<file path="src/rtl/rbpp_pkg.sv">
`default_nettype none
// ----------------------------------------------------------------------------
// rbpp_pkg
// shared constants, types and helpers of the rotated bitplane pixel plotter
// ----------------------------------------------------------------------------
package rbpp_pkg;

    // panel geometry
    localparam int PANEL_WIDTH  = 176;
    localparam int PANEL_HEIGHT = 264;
    localparam int ROW_BYTES    = (PANEL_WIDTH + 7) / 8;
    localparam int STORE_DEPTH  = ROW_BYTES * PANEL_HEIGHT;
    localparam int ADDR_W       = $clog2(STORE_DEPTH);

    // field widths
    localparam int KIND_W   = 2;
    localparam int POS_W    = 9;
    localparam int COLOR_W  = 16;
    localparam int BIDX_W   = 13;
    localparam int BYTE_W   = 8;
    localparam int CFG_IDX_W  = 1;
    localparam int CFG_DATA_W = 2;

    // coordinate and address arithmetic
    localparam int CALC_W     = 10;
    localparam int IDX_CALC_W = 16;

    localparam logic [BYTE_W-1:0] BYTE_ALL_ONES = 8'hFF;
    localparam logic [BYTE_W-1:0] MSB_MASK      = 8'h80;
    localparam int                GRAY_SHIFT    = 6;

    // input item kinds
    localparam logic [KIND_W-1:0] KIND_DRAW = 2'd0;
    localparam logic [KIND_W-1:0] KIND_FILL = 2'd1;
    localparam logic [KIND_W-1:0] KIND_READ = 2'd2;

    // configuration register indexes
    localparam logic [CFG_IDX_W-1:0] CFG_MONO_MODE = 1'd0;
    localparam logic [CFG_IDX_W-1:0] CFG_ROTATION  = 1'd1;

    // rotation codes
    localparam logic [1:0] ROT_0   = 2'd0;
    localparam logic [1:0] ROT_90  = 2'd1;
    localparam logic [1:0] ROT_180 = 2'd2;
    localparam logic [1:0] ROT_270 = 2'd3;

    typedef enum logic [1:0] {
        OP_DRAW,
        OP_FILL,
        OP_READ
    } op_t;

    // classified command passed from front to back
    typedef struct packed {
        op_t               op;
        logic [ADDR_W-1:0] idx;
        logic [BYTE_W-1:0] mask;
        logic              sel_mono;
        logic              mono_val;
        logic              p1_val;
        logic              p2_val;
        logic              oor;
    } cmd_t;

    // gray level to plane bits: bit0 plane one, bit1 plane two
    function automatic logic [1:0] gray_pattern(input logic [COLOR_W-1:0] color);
        logic [COLOR_W-GRAY_SHIFT-1:0] level;
        level = color[COLOR_W-1:GRAY_SHIFT];
        case (level)
            10'd1:   gray_pattern = 2'b10;
            10'd2:   gray_pattern = 2'b01;
            10'd3:   gray_pattern = 2'b00;
            default: gray_pattern = 2'b11;
        endcase
    endfunction

endpackage
`default_nettype wire

</file>
<file path="src/rtl/rbpp_queue.sv">
`default_nettype none
// ----------------------------------------------------------------------------
// rbpp_queue
// two-entry command queue between front and back
// ----------------------------------------------------------------------------
module rbpp_queue (
    input  wire logic          clk,
    input  wire logic          rst_n,
    input  wire logic          push,
    input  wire rbpp_pkg::cmd_t push_cmd,
    output logic               full,
    input  wire logic          pop,
    output rbpp_pkg::cmd_t     head,
    output logic               empty
);
    import rbpp_pkg::*;

    cmd_t       entry_reg [2];
    logic       wr_ptr_reg;
    logic       rd_ptr_reg;
    logic [1:0] count_reg;

    assign full  = (count_reg == 2'd2);
    assign empty = (count_reg == 2'd0);
    assign head  = entry_reg[rd_ptr_reg];

    always_ff @(posedge clk or negedge rst_n)
    begin
        if (!rst_n)
        begin
            wr_ptr_reg <= 1'b0;
            rd_ptr_reg <= 1'b0;
            count_reg  <= 2'd0;
        end
        else
        begin
            if (push)
            begin
                entry_reg[wr_ptr_reg] <= push_cmd;
                wr_ptr_reg            <= ~wr_ptr_reg;
            end
            if (pop)
            begin
                rd_ptr_reg <= ~rd_ptr_reg;
            end
            if (push && !pop)
            begin
                count_reg <= count_reg + 2'd1;
            end
            else if (pop && !push)
            begin
                count_reg <= count_reg - 2'd1;
            end
        end
    end

endmodule
`default_nettype wire

</file>
<file path="config.mk">
export PLATFORM = sky130hd
export DESIGN_NAME = rbpp_queue
export DESIGN_NICKNAME = d
export VERILOG_FILES = /design/src/rtl/rbpp_pkg.sv /design/src/rtl/rbpp_queue.sv
export SDC_FILE = /design/constraint.sdc
export NUM_CORES = 1
export LEC_CHECK = 0
export ABC_AREA = 1
export BUFFER_PORTS_ARGS = -buffer_cell sky130_fd_sc_hd__buf_2
export CAP_MARGIN = 30
export CORE_MARGIN = 3
export CORE_UTILIZATION = 51
export DETAILED_ROUTE_END_ITERATION = 8
export PLACE_DENSITY = 0.88
export RECOVER_POWER = 50
export SETUP_SLACK_MARGIN = 0.4
export SLEW_MARGIN = 10
export SYNTH_ARGS = -nofsm -noshare
export SYNTH_HDL_FRONTEND = slang
export SYNTH_SLANG_ARGS = --single-unit
</file>
<file path="constraint.sdc">
create_clock -name clk -period 2.9 [get_ports clk]
set_clock_uncertainty 0.1 [all_clocks]
set_input_delay 0.29 -clock clk [delete_from_list [all_inputs] [get_ports clk]]
set_output_delay 0.29 -clock clk [all_outputs]
set_load 0.1 [all_outputs]
</file>
==> out/metrics.cfg <==
[die]
start_util=0.549
io_pins=62
num_rows=23
core-area_sq_um=4140
dieArea_sq_um=5300
die_x_um=72.8
die_h_um=72.8

[setup_path]
crit_required_ns=2.81
r2r_setup_slack_ns=0.99
r2r_cells=2
cp_max_fo=19
critPathCaptureType=flop
arrival_ns=2.30
path_class=input pin to flop
startpoint_type=input pin

[synthesis]
synth-async-reset-ratio=0.0667
synthMuxAreaShare=0.155
syn_area_sq_um=2270
avgSynthCellArea_sq_um=20.3
netlist_instances=112
yosys_warnings=0
synth-xor-area-share=0.0116
yosysMostFrequentCell=edfxtp_1
synth_nets=145
synth-simple-area-share=0.0198
synth_ff_type=edfxtp_1
synth-seq-cells=60
synth_fa_ha_area_frac=0.00550
ys_types=15
synth_compound_area_frac=0
synth_edf_count=56
ys_seq_area_frac=0.783
synth_common_cells=56 x edfxtp_1, 18 x mux2_2, 10 x mux2_4
synth_top_area_share=0.739
synth_top_family_by_area=multiplexers
yosys.area.top_type=edfxtp_1
ys_top_cells_by_area=edfxtp_1 74%, mux2_2 8.9%, mux2_4 6.6%, dfrtp_1 4.4%, inv_1 0.99%

[detailed_routing]
drtIter0Drc=75
ant_nets=0
num_vias=1217
firstDrtPassIters=4
drc=0
wire_per_inst_um=15.7
vias_per_cell=5.07
routed_wl_mm=3.77

[sta]
drv_slew=0
whs_ns=0.0485
setup-violations-final=0
period_share=0.827
fin_tns_setup_ns=0
rsz0062_at_grt=no
hold_violations=0
fmax_ghz=0.417
tightestPinTransition_ns=1.16
fin_crit_ns=2.40
max_slew_margin=0.228

[global_route]
groute.usage.overall=0.158
grt_max_degree=23
grt_pass1_wl_mm=6.00
grt_overflow=0
grt_pass1_vias=1275
grt_antenna_before_repair=0

[clock_network]
cts_max_path_buffers=2
cts_setup_buffers=0
cts_hold_buf=1
cts.clk_slew.worst_paths_ns=0.06
cts_tree=yes
cts_root_buf=clkbuf_8
clock_latency_ns=0.33
cts_max_level=3
cts_buffers=9
cts_resized=0
cts_sinks=60

[placed_design]
dp_hpwl_mm=2.72
port_buffers=61
placed_cell_area_sq_um=2640
place.gp.congestion=0.756

[layout]
num_antenna_cells=0
post-route-util=0.668
nFillCells=313
fin_area_sq_um=2770
largest_reg_flops=56
area_delta_synth_final_pct=21.8
nNetsFinal=218
multi_input_area_sq_um=439
regArea_sq_um=1780
drive_gt1_frac=0.437

[worst_hold_path]
min_path_cells=1
min_path_type=input pin to flop

[run_status]
status=finished, final reports clean

[flow_run]
cap_viol_max_count=0

-- final timing paths --
path                              start                to
hold reg to reg              wr_ptr_reg        wr_ptr_reg
setup / recovery                  rst_n   entry_reg[0][3]
min in group asynchronous         rst_n        wr_ptr_reg
setup reg to reg             wr_ptr_reg   entry_reg[0][3]
hold / removal             push_cmd[12]  entry_reg[0][12]
max in group asynchronous         rst_n      count_reg[1]
-- kinds of logic (layout without fill, tap and decap cells) --
| family | count (synthesis) | after routing |
|---|---|---|
| XOR/XNOR | 3 | 3 |
| adder cells (fa/ha/maj) | 1 | 1 |
| buffers and inverters | 9 | 87 |
| flip-flops | 60 | 60 |
| multiplexers | 28 | 28 |
| AND/OR/NAND/NOR | 11 | 11 |
-- layout by cell type (no fill, tap or decap), drive strengths merged --
cell type	n
buf	45
clkbuf	31
clkinv	4
dfrtp	4
dlygate4sd3	1
edfxtp	56
ha	1
inv	6
mux2	28
nand2	5
nand3	1
nand4	1
nor2	4
xnor2	1
xor2	2
-- per-stage QoR --
| stage | cells | setup slack (ns) |
|---|---|---|
| CTS | 240 | 0.534 |
| detailed placement | 223 | 0.894 |
| global placement | 223 | 0.951 |
| floorplan | 112 | 0.786 |
| finish | 240 | 0.502 |
| global route | 240 | 0.325 |
-- layer usage --
layer  up-vias  GRT usage  routed length (um)
met5         -          0                   0
met4         0     0.0922                  93
met3         9     0.0496                 298
met2        51      0.249                1860
met1       584      0.190                1510
li1        573          -                   -
-- worst max-delay path, cell delays in order --
cell and delay, ns:
dlygate4sd3_1 0.52, clkbuf_1 0.27, nand2_1 0.14, nor2_1 0.68, buf_4 0.40
-- area by class of cell --
class	instances	share of cell area
Multi-Input combinational cell	43	0.159
Clock buffer	12	0.0488
Timing Repair Buffer	65	0.113
Tap cell	50	0.0226
Sequential cell	60	0.643
Inverter	6	0.00813
Clock inverter	4	0.00587
Power is not shown: default switching activity piles up to over one toggle a cycle in this logic, so the estimate is an artifact.
