===== src/rtl/rbpp_pkg.sv =====
`default_nettype none
// ----------------------------------------------------------------------------
// rbpp_pkg
// shared constants, types and helpers of the rotated bitplane pixel plotter
// ----------------------------------------------------------------------------
package rbpp_pkg;

    // panel geometry
    localparam int PANEL_WIDTH  = 176;
    localparam int PANEL_HEIGHT = 264;
    localparam int ROW_BYTES    = (PANEL_WIDTH + 7) / 8;
    localparam int STORE_DEPTH  = ROW_BYTES * PANEL_HEIGHT;
    localparam int ADDR_W       = $clog2(STORE_DEPTH);

    // field widths
    localparam int KIND_W   = 2;
    localparam int POS_W    = 9;
    localparam int COLOR_W  = 16;
    localparam int BIDX_W   = 13;
    localparam int BYTE_W   = 8;
    localparam int CFG_IDX_W  = 1;
    localparam int CFG_DATA_W = 2;

    // coordinate and address arithmetic
    localparam int CALC_W     = 10;
    localparam int IDX_CALC_W = 16;

    localparam logic [BYTE_W-1:0] BYTE_ALL_ONES = 8'hFF;
    localparam logic [BYTE_W-1:0] MSB_MASK      = 8'h80;
    localparam int                GRAY_SHIFT    = 6;

    // input item kinds
    localparam logic [KIND_W-1:0] KIND_DRAW = 2'd0;
    localparam logic [KIND_W-1:0] KIND_FILL = 2'd1;
    localparam logic [KIND_W-1:0] KIND_READ = 2'd2;

    // configuration register indexes
    localparam logic [CFG_IDX_W-1:0] CFG_MONO_MODE = 1'd0;
    localparam logic [CFG_IDX_W-1:0] CFG_ROTATION  = 1'd1;

    // rotation codes
    localparam logic [1:0] ROT_0   = 2'd0;
    localparam logic [1:0] ROT_90  = 2'd1;
    localparam logic [1:0] ROT_180 = 2'd2;
    localparam logic [1:0] ROT_270 = 2'd3;

    typedef enum logic [1:0] {
        OP_DRAW,
        OP_FILL,
        OP_READ
    } op_t;

    // classified command passed from front to back
    typedef struct packed {
        op_t               op;
        logic [ADDR_W-1:0] idx;
        logic [BYTE_W-1:0] mask;
        logic              sel_mono;
        logic              mono_val;
        logic              p1_val;
        logic              p2_val;
        logic              oor;
    } cmd_t;

    // gray level to plane bits: bit0 plane one, bit1 plane two
    function automatic logic [1:0] gray_pattern(input logic [COLOR_W-1:0] color);
        logic [COLOR_W-GRAY_SHIFT-1:0] level;
        level = color[COLOR_W-1:GRAY_SHIFT];
        case (level)
            10'd1:   gray_pattern = 2'b10;
            10'd2:   gray_pattern = 2'b01;
            10'd3:   gray_pattern = 2'b00;
            default: gray_pattern = 2'b11;
        endcase
    endfunction

endpackage
`default_nettype wire


===== src/rtl/rbpp_front.sv =====
`default_nettype none
// ----------------------------------------------------------------------------
// rbpp_front
// configuration registers, bounds check, rotation and address calculation
// ----------------------------------------------------------------------------
module rbpp_front (
    input  wire logic                            clk,
    input  wire logic                            rst_n,
    input  wire logic                            cfg_we,
    input  wire logic [rbpp_pkg::CFG_IDX_W-1:0]  cfg_index,
    input  wire logic [rbpp_pkg::CFG_DATA_W-1:0] cfg_data,
    input  wire logic                            accept,
    input  wire logic [rbpp_pkg::KIND_W-1:0]     kind,
    input  wire logic [rbpp_pkg::POS_W-1:0]      pos_x,
    input  wire logic [rbpp_pkg::POS_W-1:0]      pos_y,
    input  wire logic [rbpp_pkg::COLOR_W-1:0]    color,
    input  wire logic [rbpp_pkg::BIDX_W-1:0]     byte_index,
    output logic                                 push,
    output rbpp_pkg::cmd_t                       push_cmd
);
    import rbpp_pkg::*;

    logic       mono_mode_reg;
    logic [1:0] rotation_reg;

    logic [CALC_W-1:0]     x_ext;
    logic [CALC_W-1:0]     y_ext;
    logic [CALC_W-1:0]     lim_x;
    logic [CALC_W-1:0]     lim_y;
    logic [CALC_W-1:0]     px;
    logic [CALC_W-1:0]     py;
    logic [IDX_CALC_W-1:0] idx_full;
    logic [IDX_CALC_W-1:0] bidx_ext;
    logic                  on_panel;
    logic                  idx_ok;
    logic [1:0]            pat;
    logic                  color_zero;

    always_ff @(posedge clk or negedge rst_n)
    begin
        if (!rst_n)
        begin
            mono_mode_reg <= 1'b1;
            rotation_reg  <= ROT_0;
        end
        else if (cfg_we)
        begin
            unique case (cfg_index)
                CFG_MONO_MODE: mono_mode_reg <= cfg_data[0];
                CFG_ROTATION:  rotation_reg  <= cfg_data[1:0];
                default:       ;
            endcase
        end
    end

    always_comb
    begin
        x_ext = CALC_W'(pos_x);
        y_ext = CALC_W'(pos_y);
        lim_x = rotation_reg[0] ? CALC_W'(PANEL_HEIGHT) : CALC_W'(PANEL_WIDTH);
        lim_y = rotation_reg[0] ? CALC_W'(PANEL_WIDTH) : CALC_W'(PANEL_HEIGHT);
        on_panel = (x_ext < lim_x) && (y_ext < lim_y);

        unique case (rotation_reg)
            ROT_90:
            begin
                px = CALC_W'(PANEL_WIDTH - 1) - y_ext;
                py = x_ext;
            end
            ROT_180:
            begin
                px = CALC_W'(PANEL_WIDTH - 1) - x_ext;
                py = CALC_W'(PANEL_HEIGHT - 1) - y_ext;
            end
            ROT_270:
            begin
                px = y_ext;
                py = CALC_W'(PANEL_HEIGHT - 1) - x_ext;
            end
            default:
            begin
                px = x_ext;
                py = y_ext;
            end
        endcase

        idx_full = IDX_CALC_W'(px >> 3) + IDX_CALC_W'(py) * IDX_CALC_W'(ROW_BYTES);
        idx_ok   = idx_full < IDX_CALC_W'(STORE_DEPTH);
        bidx_ext = IDX_CALC_W'(byte_index);

        pat        = gray_pattern(color);
        color_zero = (color == '0);

        push_cmd.mask     = MSB_MASK >> px[2:0];
        push_cmd.sel_mono = mono_mode_reg;
        push_cmd.mono_val = color_zero;
        push_cmd.p1_val   = pat[0];
        push_cmd.p2_val   = pat[1];
        push_cmd.oor      = 1'b0;
        push_cmd.idx      = idx_full[ADDR_W-1:0];
        push_cmd.op       = OP_DRAW;
        push              = 1'b0;

        unique case (kind)
            KIND_DRAW:
            begin
                push_cmd.op = OP_DRAW;
                push        = accept && on_panel && idx_ok;
            end
            KIND_FILL:
            begin
                push_cmd.op = OP_FILL;
                push        = accept;
            end
            KIND_READ:
            begin
                push_cmd.op  = OP_READ;
                push_cmd.idx = bidx_ext[ADDR_W-1:0];
                push_cmd.oor = !(bidx_ext < IDX_CALC_W'(STORE_DEPTH));
                push         = accept;
            end
            default:
            begin
                push = 1'b0;
            end
        endcase
    end

endmodule
`default_nettype wire


===== config.mk =====
export PLATFORM = sky130hd
export DESIGN_NAME = rbpp_front
export DESIGN_NICKNAME = d
export VERILOG_FILES = /design/src/rtl/rbpp_pkg.sv /design/src/rtl/rbpp_front.sv
export SDC_FILE = /design/constraint.sdc
export NUM_CORES = 1
export LEC_CHECK = 0
export BUFFER_PORTS_ARGS = -buffer_cell sky130_fd_sc_hd__buf_2
export CAP_MARGIN = 30
export CORE_MARGIN = 8
export CORE_UTILIZATION = 49
export DETAILED_ROUTE_END_ITERATION = 7
export PLACE_DENSITY = 0.81
export SETUP_SLACK_MARGIN = 0.15
export SLEW_MARGIN = 20
export SYNTH_ARGS = -nofsm -noshare
export SYNTH_HDL_FRONTEND = slang
export SYNTH_SLANG_ARGS = --single-unit

===== constraint.sdc =====
create_clock -name clk -period 4.9 [get_ports clk]
set_clock_uncertainty 0.2 [all_clocks]
set_input_delay 0.49 -clock clk [delete_from_list [all_inputs] [get_ports clk]]
set_output_delay 0.49 -clock clk [all_outputs]
set_load 0.05 [all_outputs]

==> results of run 1 <==
## how the worst max path moves through the flow
stage                      end  slack [ps]
final                     push        -230
after global routing      push        -390
after CTS                 push        -130
after detailed placement  push        -220
after global placement    push         -90
after floorplan           push         -60
## per-stage QoR
stage,instance area [µm²],setup TNS [ps]
after floorplan,2949,-60.51
after global placement,3809,-108.8
after detailed placement,3809,-338.4
after CTS,4254,-167.3
after global routing,4389,-1152
final,4389,-432.2
## logic make-up after synthesis
| group | share of synthesized area, % |
|---|---|
| AND/OR/NAND/NOR | 19.72 |
| AO/OA/AOI/OAI | 20.58 |
| buffers and inverters | 8.548 |
| adder cells (fa/ha/maj) | 25.69 |
| XOR/XNOR | 10.36 |
| multiplexers | 12.35 |
| flip-flops | 2.759 |
## cell usage in the layout, fill, tap and decap left out, types with 4 or more instances in the layout
master,Yosys,layout
mux2i_1,15,7
xnor2_2,0,4
mux4_2,4,4
buf_4,3,72
nor2_4,0,5
o21ai_0,26,18
nand3_1,8,6
mux2_2,9,9
ha_1,44,34
xnor2_1,18,13
a21oi_1,10,8
inv_1,45,40
fa_1,8,8
mux2i_4,0,5
buf_6,1,9
nor3_1,7,4
o21ai_2,1,8
buf_2,0,77
ha_4,0,8
o211ai_1,4,4
nor2_1,32,25
xor2_1,11,9
nand2_1,41,38
a21o_1,5,5
nand2b_1,9,9
inv_2,1,6
xor2_2,2,4
## worst max-delay path, cell delays in order (launching register included)
cell and delay [ps]:
dfrtp_2 430, nand2_4 110, mux2i_4 250, ha_2 240, nor2_4 60, xnor2_2 140
ha_1 290, inv_1 50, fa_1 500, inv_2 50, ha_4 240, a21o_4 210
or3_1 350, o32a_1 200, nand2_1 220, o21ai_0 170, a31oi_1 240, o21ai_2 100
a32oi_4 170, buf_6 190
## cell type report
class | count | share of cell area [%]
Inverter | 46 | 3.934
Clock buffer | 4 | 1.026
Multi-Input combinational cell | 312 | 66.90
Sequential cell | 3 | 1.767
Tap cell | 72 | 2.052
Timing Repair Buffer | 161 | 24.32
## per-layer routing
metal,global-route usage [%],share of wire [%],wire [µm],vias up
met5,0,0,0,-
met4,8.595,2.0,204,0
met3,3.786,4.8,478,24
met2,43.29,56,5606,99
met1,21.77,37,3773,1589
li1,-,-,-,1616
## what timing repair did
item,in CTS,in global routing
setup buffers,14,2
resized for setup,59,21
pin swaps,30,6
hold buffers,1,0
endpoints found under the setup margin,6,7
hold endpoints to repair,2,0
==> out/summary.txt, run 1 <==
Status: complete, but fails checks
Failing checks: negative setup slack
Cell Area, Synth: 0.002766 mm²
R2r worst-path depth: 3
Hold_ws: 307.3 ps
Post-synthesis cell type count: 58
Ys Warns: 0
CP required: 4210 ps
Final Hold Fails: 0
Root buffer cell: clkbuf_8
Final Max Tran Viols: 0
Syn avg cell area: 7.417 µm²
Min-Delay Endpoint: rotation_reg[1]
Syn_nets: 481
Top FF cell, synth: dfrtp_1
Detailed-route via count: 3328
Final WL: 10.06 mm
Number of remaining DRC errors: 0
Initial Utilization: 50.55%
Antenna-violating nets left: 0
Register Area: 77.57 µm²
Hold Crit Class: input port to flop
Fillers: 343
Die H: 91.14 µm
Startpoint Class: flop
Ys async rst share: 100.0%
Crit Path Class: flop to output pin
Final setup fails: 4
Final Instance Count excl. Fillers: 598
Starting DRT DRC Count: 106
Max_slew headroom: 65.26%
TritonRoute pass-1 iters: 4
Vias in the first global route: 3597
F_max: 0.1950 GHz
Top post-synthesis cells by area: ha_1, inv_1, fa_1
FF-to-FF setup slack: 3540 ps
Post-synth top area share: 19.90%
Max reg flops: 2
CP startpoint: rotation_reg[0]
Area leader, netlist: ha_1
Fin crit period: 5129 ps
Most frequent cell after synthesis: inv_1
Crit path max fanout: 5
Wire length per cell: 16.83 µm
Die extent in x: 91.14 µm
RSZ-0062 raised after global routing: true
Slew @ Worst Pin: 515.6 ps
H-tree depth: 1
GP Congestion: 0.8986
WP data arrival: 4440 ps
Clock-pin slew on the worst setup and hold paths: 30 ps
Post-DP HPWL: 7.364 mm
Max-cap check violation count: 0
#FFs+latches synth: 3
Crit share post-route: 104.7%
Area Overhead vs Synth: 58.66%
CTS tree: yes
Antenna cells: 0
Multi-input logic area: 0.002937 mm²
Hold Path Depth: 2
Largest net degree at the start of global routing: 24
Die Area: 0.008307 mm²
Synth Instances: 373
Clock Sink Count: 3
Hold Crit Start: cfg_data[1]
Util after Layout: 80.20%
Initial antenna violation count: 0
EDFF count, synth: 0
Synth cell count leaders: inv_1, ha_1, nand2_1, nor2_1, o21ai_0
Endpoint class of the critical path: output pin
RR Startpoint: rotation_reg[0]
Worst setup margin: -229.3 ps
Fin nets: 635
Core area: 0.005473 mm²
Layout cells sized above 1: 48.67%
I/O Buffers: 84
# IOs: 85
Reg2reg end: rotation_reg[0]
Max Root-Sink Buffers: 2
DR vias/cell: 5.565
Cell row count: 27
Tot GR Track Use: 21.84%
Post-place setup slack: -215.2 ps
Global-route wire length before repair: 15.73 mm
Global route overflow: 0
TritonCTS Buffers: 3
Placed cells: 576
Worst-Skew Late Latency: 220 ps
Post-synthesis sequential area ratio: 2.759%
Power of run 1 is left out: the tool's default activity adds up to more than one toggle a clock period on the data nets, which glitch-free logic cannot reach.
==> run 2, diff against run 1 <==
--- a/config.mk
+++ b/config.mk
@@ -12,6 +12,7 @@
 export DETAILED_ROUTE_END_ITERATION = 7
 export PLACE_DENSITY = 0.81
 export SETUP_SLACK_MARGIN = 0.15
+export SKIP_CTS_REPAIR_TIMING = 1
 export SLEW_MARGIN = 20
 export SYNTH_ARGS = -nofsm -noshare
 export SYNTH_HDL_FRONTEND = slang
==> run 2 against run 1 <==
Against the previous run:
- the flow still finishes with violations (negative setup slack)
- sequential share of layout area is 0.058 points higher
- non-clock buffer count decreased by 4
- core utilization decreased by 2.5 points
- sequential cell count unchanged
- largest cell class unchanged
==> out/summary.txt, run 2 (synthesized netlist as in run 1, its figures left out) <==
Status: complete, but fails checks (unchanged)
Failing checks: negative setup slack (unchanged)
Cell row count: 27 (unchanged)
# IOs: 85 (unchanged)
CP most frequent cell: buf_4
GP Congestion: 0.8986 (unchanged)
CP max stage cell: dfrtp_2 (was fa_1)
F_max: 0.1937 GHz (was 0.1950 GHz)
Util after Layout: 77.66% (was 80.20%)
Slew @ Worst Pin: 510.1 ps (was 515.6 ps)
WP data arrival: 4470 ps (was 4440 ps)
CP Cell Sequence: buf_4 > mux2i_1 > xnor2_1 > ha_1 > ha_1 > buf_4 > ha_1 > a21o_1 > a21oi_2 > xnor2_2 > ha_4 > buf_4 > o41ai_4 > nand3b_1 > buf_4 > nor3_4 > a31oi_1 > o21ai_1 > a32oi_4 > buf_6 (was nand2_4 > mux2i_4 > ha_2 > nor2_4 > xnor2_2 > ha_1 > inv_1 > fa_1 > inv_2 > ha_4 > a21o_4 > or3_1 > o32a_1 > nand2_1 > o21ai_0 > a31oi_1 > o21ai_2 > a32oi_4 > buf_6)
Worst-Skew Late Latency: 220 ps (about the same)
Area Overhead vs Synth: 53.64% (was 58.66%)
Sum of buffers and inverters on the critical path: 5 (was 3)
Worst setup margin: -263.5 ps (was -229.3 ps)
Tot GR Track Use: 19.19% (was 21.84%)
CP required: 4210 ps (about the same)
Post-place setup slack: -215.2 ps (unchanged)
Most common cell after layout, fill and taps aside: buf_2 (unchanged)
Register Area: 77.57 µm² (unchanged)
Root buffer cell: clkbuf_8 (unchanged)
Max_slew headroom: 65.63% (was 65.26%)
Global route overflow: 0 (unchanged)
TritonCTS Buffers: 3 (unchanged)
Wire length per cell: 15.73 µm (was 16.83 µm)
Final WL: 9.341 mm (was 10.06 mm)
Endpoint class of the critical path: output pin (unchanged)
Number of remaining DRC errors: 0 (unchanged)
Antenna cells: 0 (unchanged)
Die extent in x: 91.14 µm (unchanged)
Starting DRT DRC Count: 104 (was 106)
Fin nets: 631 (was 635)
Vias in the first global route: 3241 (was 3597)
Fin crit period: 5163 ps (was 5129 ps)
Max Root-Sink Buffers: 2 (unchanged)
Global-route wire length before repair: 13.89 mm (was 15.73 mm)
Crit Path Class: flop to output pin (unchanged)
Max reg flops: 2 (unchanged)
Die H: 91.14 µm (unchanged)
CP top delay family: compound AO/OA/AOI/OAI gates (was adder cells)
Crit share post-route: 105.4% (was 104.7%)
Multi-input logic area: 0.002835 mm² (was 0.002937 mm²)
RSZ-0062 raised after global routing: true (unchanged)
Initial antenna violation count: 0 (unchanged)
Commonest cells after routing, fill and taps aside: buf_2, buf_4, inv_1, nand2_1, ha_1 (unchanged)
Core area: 0.005473 mm² (unchanged)
CTS tree: yes (unchanged)
Clock-pin slew on the worst setup and hold paths: 30 ps (about the same)
H-tree depth: 1 (unchanged)
Fillers: 389 (was 343)
Final Hold Fails: 0 (unchanged)
Max-cap check violation count: 0 (unchanged)
Crit path max fanout: 4 (was 5)
Layout cells sized above 1: 46.55% (was 48.67%)
TritonRoute pass-1 iters: 4 (unchanged)
I/O Buffers: 84 (unchanged)
Final Max Tran Viols: 0 (unchanged)
Startpoint Class: flop (unchanged)
Initial Utilization: 50.55% (unchanged)
Antenna-violating nets left: 0 (unchanged)
Largest net degree at the start of global routing: 24 (unchanged)
Post-DP HPWL: 7.364 mm (unchanged)
Detailed-route via count: 3262 (was 3328)
DR vias/cell: 5.492 (was 5.565)
Die Area: 0.008307 mm² (unchanged)
Final setup fails: 5 (was 4)
Hold Crit Class: input port to flop (unchanged)
Worst path max stage delay: 390 ps (was 500 ps)
Clock Sink Count: 3 (unchanged)
run 2: area by class of cell:
cell class / count / share of cell area, %
clock buffers: 4 / 1.060
repair buffers: 157 / 24.23
flip-flops and latches: 3 / 1.825
inverters: 46 / 4.062
multi-input cells: 312 / 66.71
well taps: 72 / 2.120
run 2: routing by layer:
layer	vias up	global-route usage (%)	part of all wire, %
li1	1608	-	-
met1	1542	19.94	39
met2	93	38.51	54
met3	19	3.457	5.5
met4	0	3.956	1.7
met5	-	0	0
run 2: path summary, 6_finish.rpt:
| kind | slack [ps] | start | cells past startpoint | end |
|---|---|---|---|---|
| worst max-delay path | -260 | rotation_reg[0] | 20 | push |
| worst max register to register | 3520 | rotation_reg[0] | 3 | rotation_reg[0] |
| min in group asynchronous | 400 | rst_n | 2 | rotation_reg[1] |
| max in group asynchronous | 3900 | rst_n | 2 | mono_mode_reg |
| worst min register to register | 420 | mono_mode_reg | 1 | mono_mode_reg |
| worst min-delay path | 310 | cfg_data[1] | 2 | rotation_reg[1] |
run 2: per-stage QoR:
stage	cells	instance area [µm²]	setup TNS, ps	hold WS [ps]
6_report	594	4250	-471.8	306.6
5_1_grt	594	4250	-1379	323.5
4_1_cts	580	3854	-1221	-139.5
3_5_place_dp	576	3809	-338.4	88.07
3_3_place_gp	576	3809	-108.8	86.66
2_1_floorplan	373	2949	-60.51	-5.591
Power of run 2 is left out for the same reason.
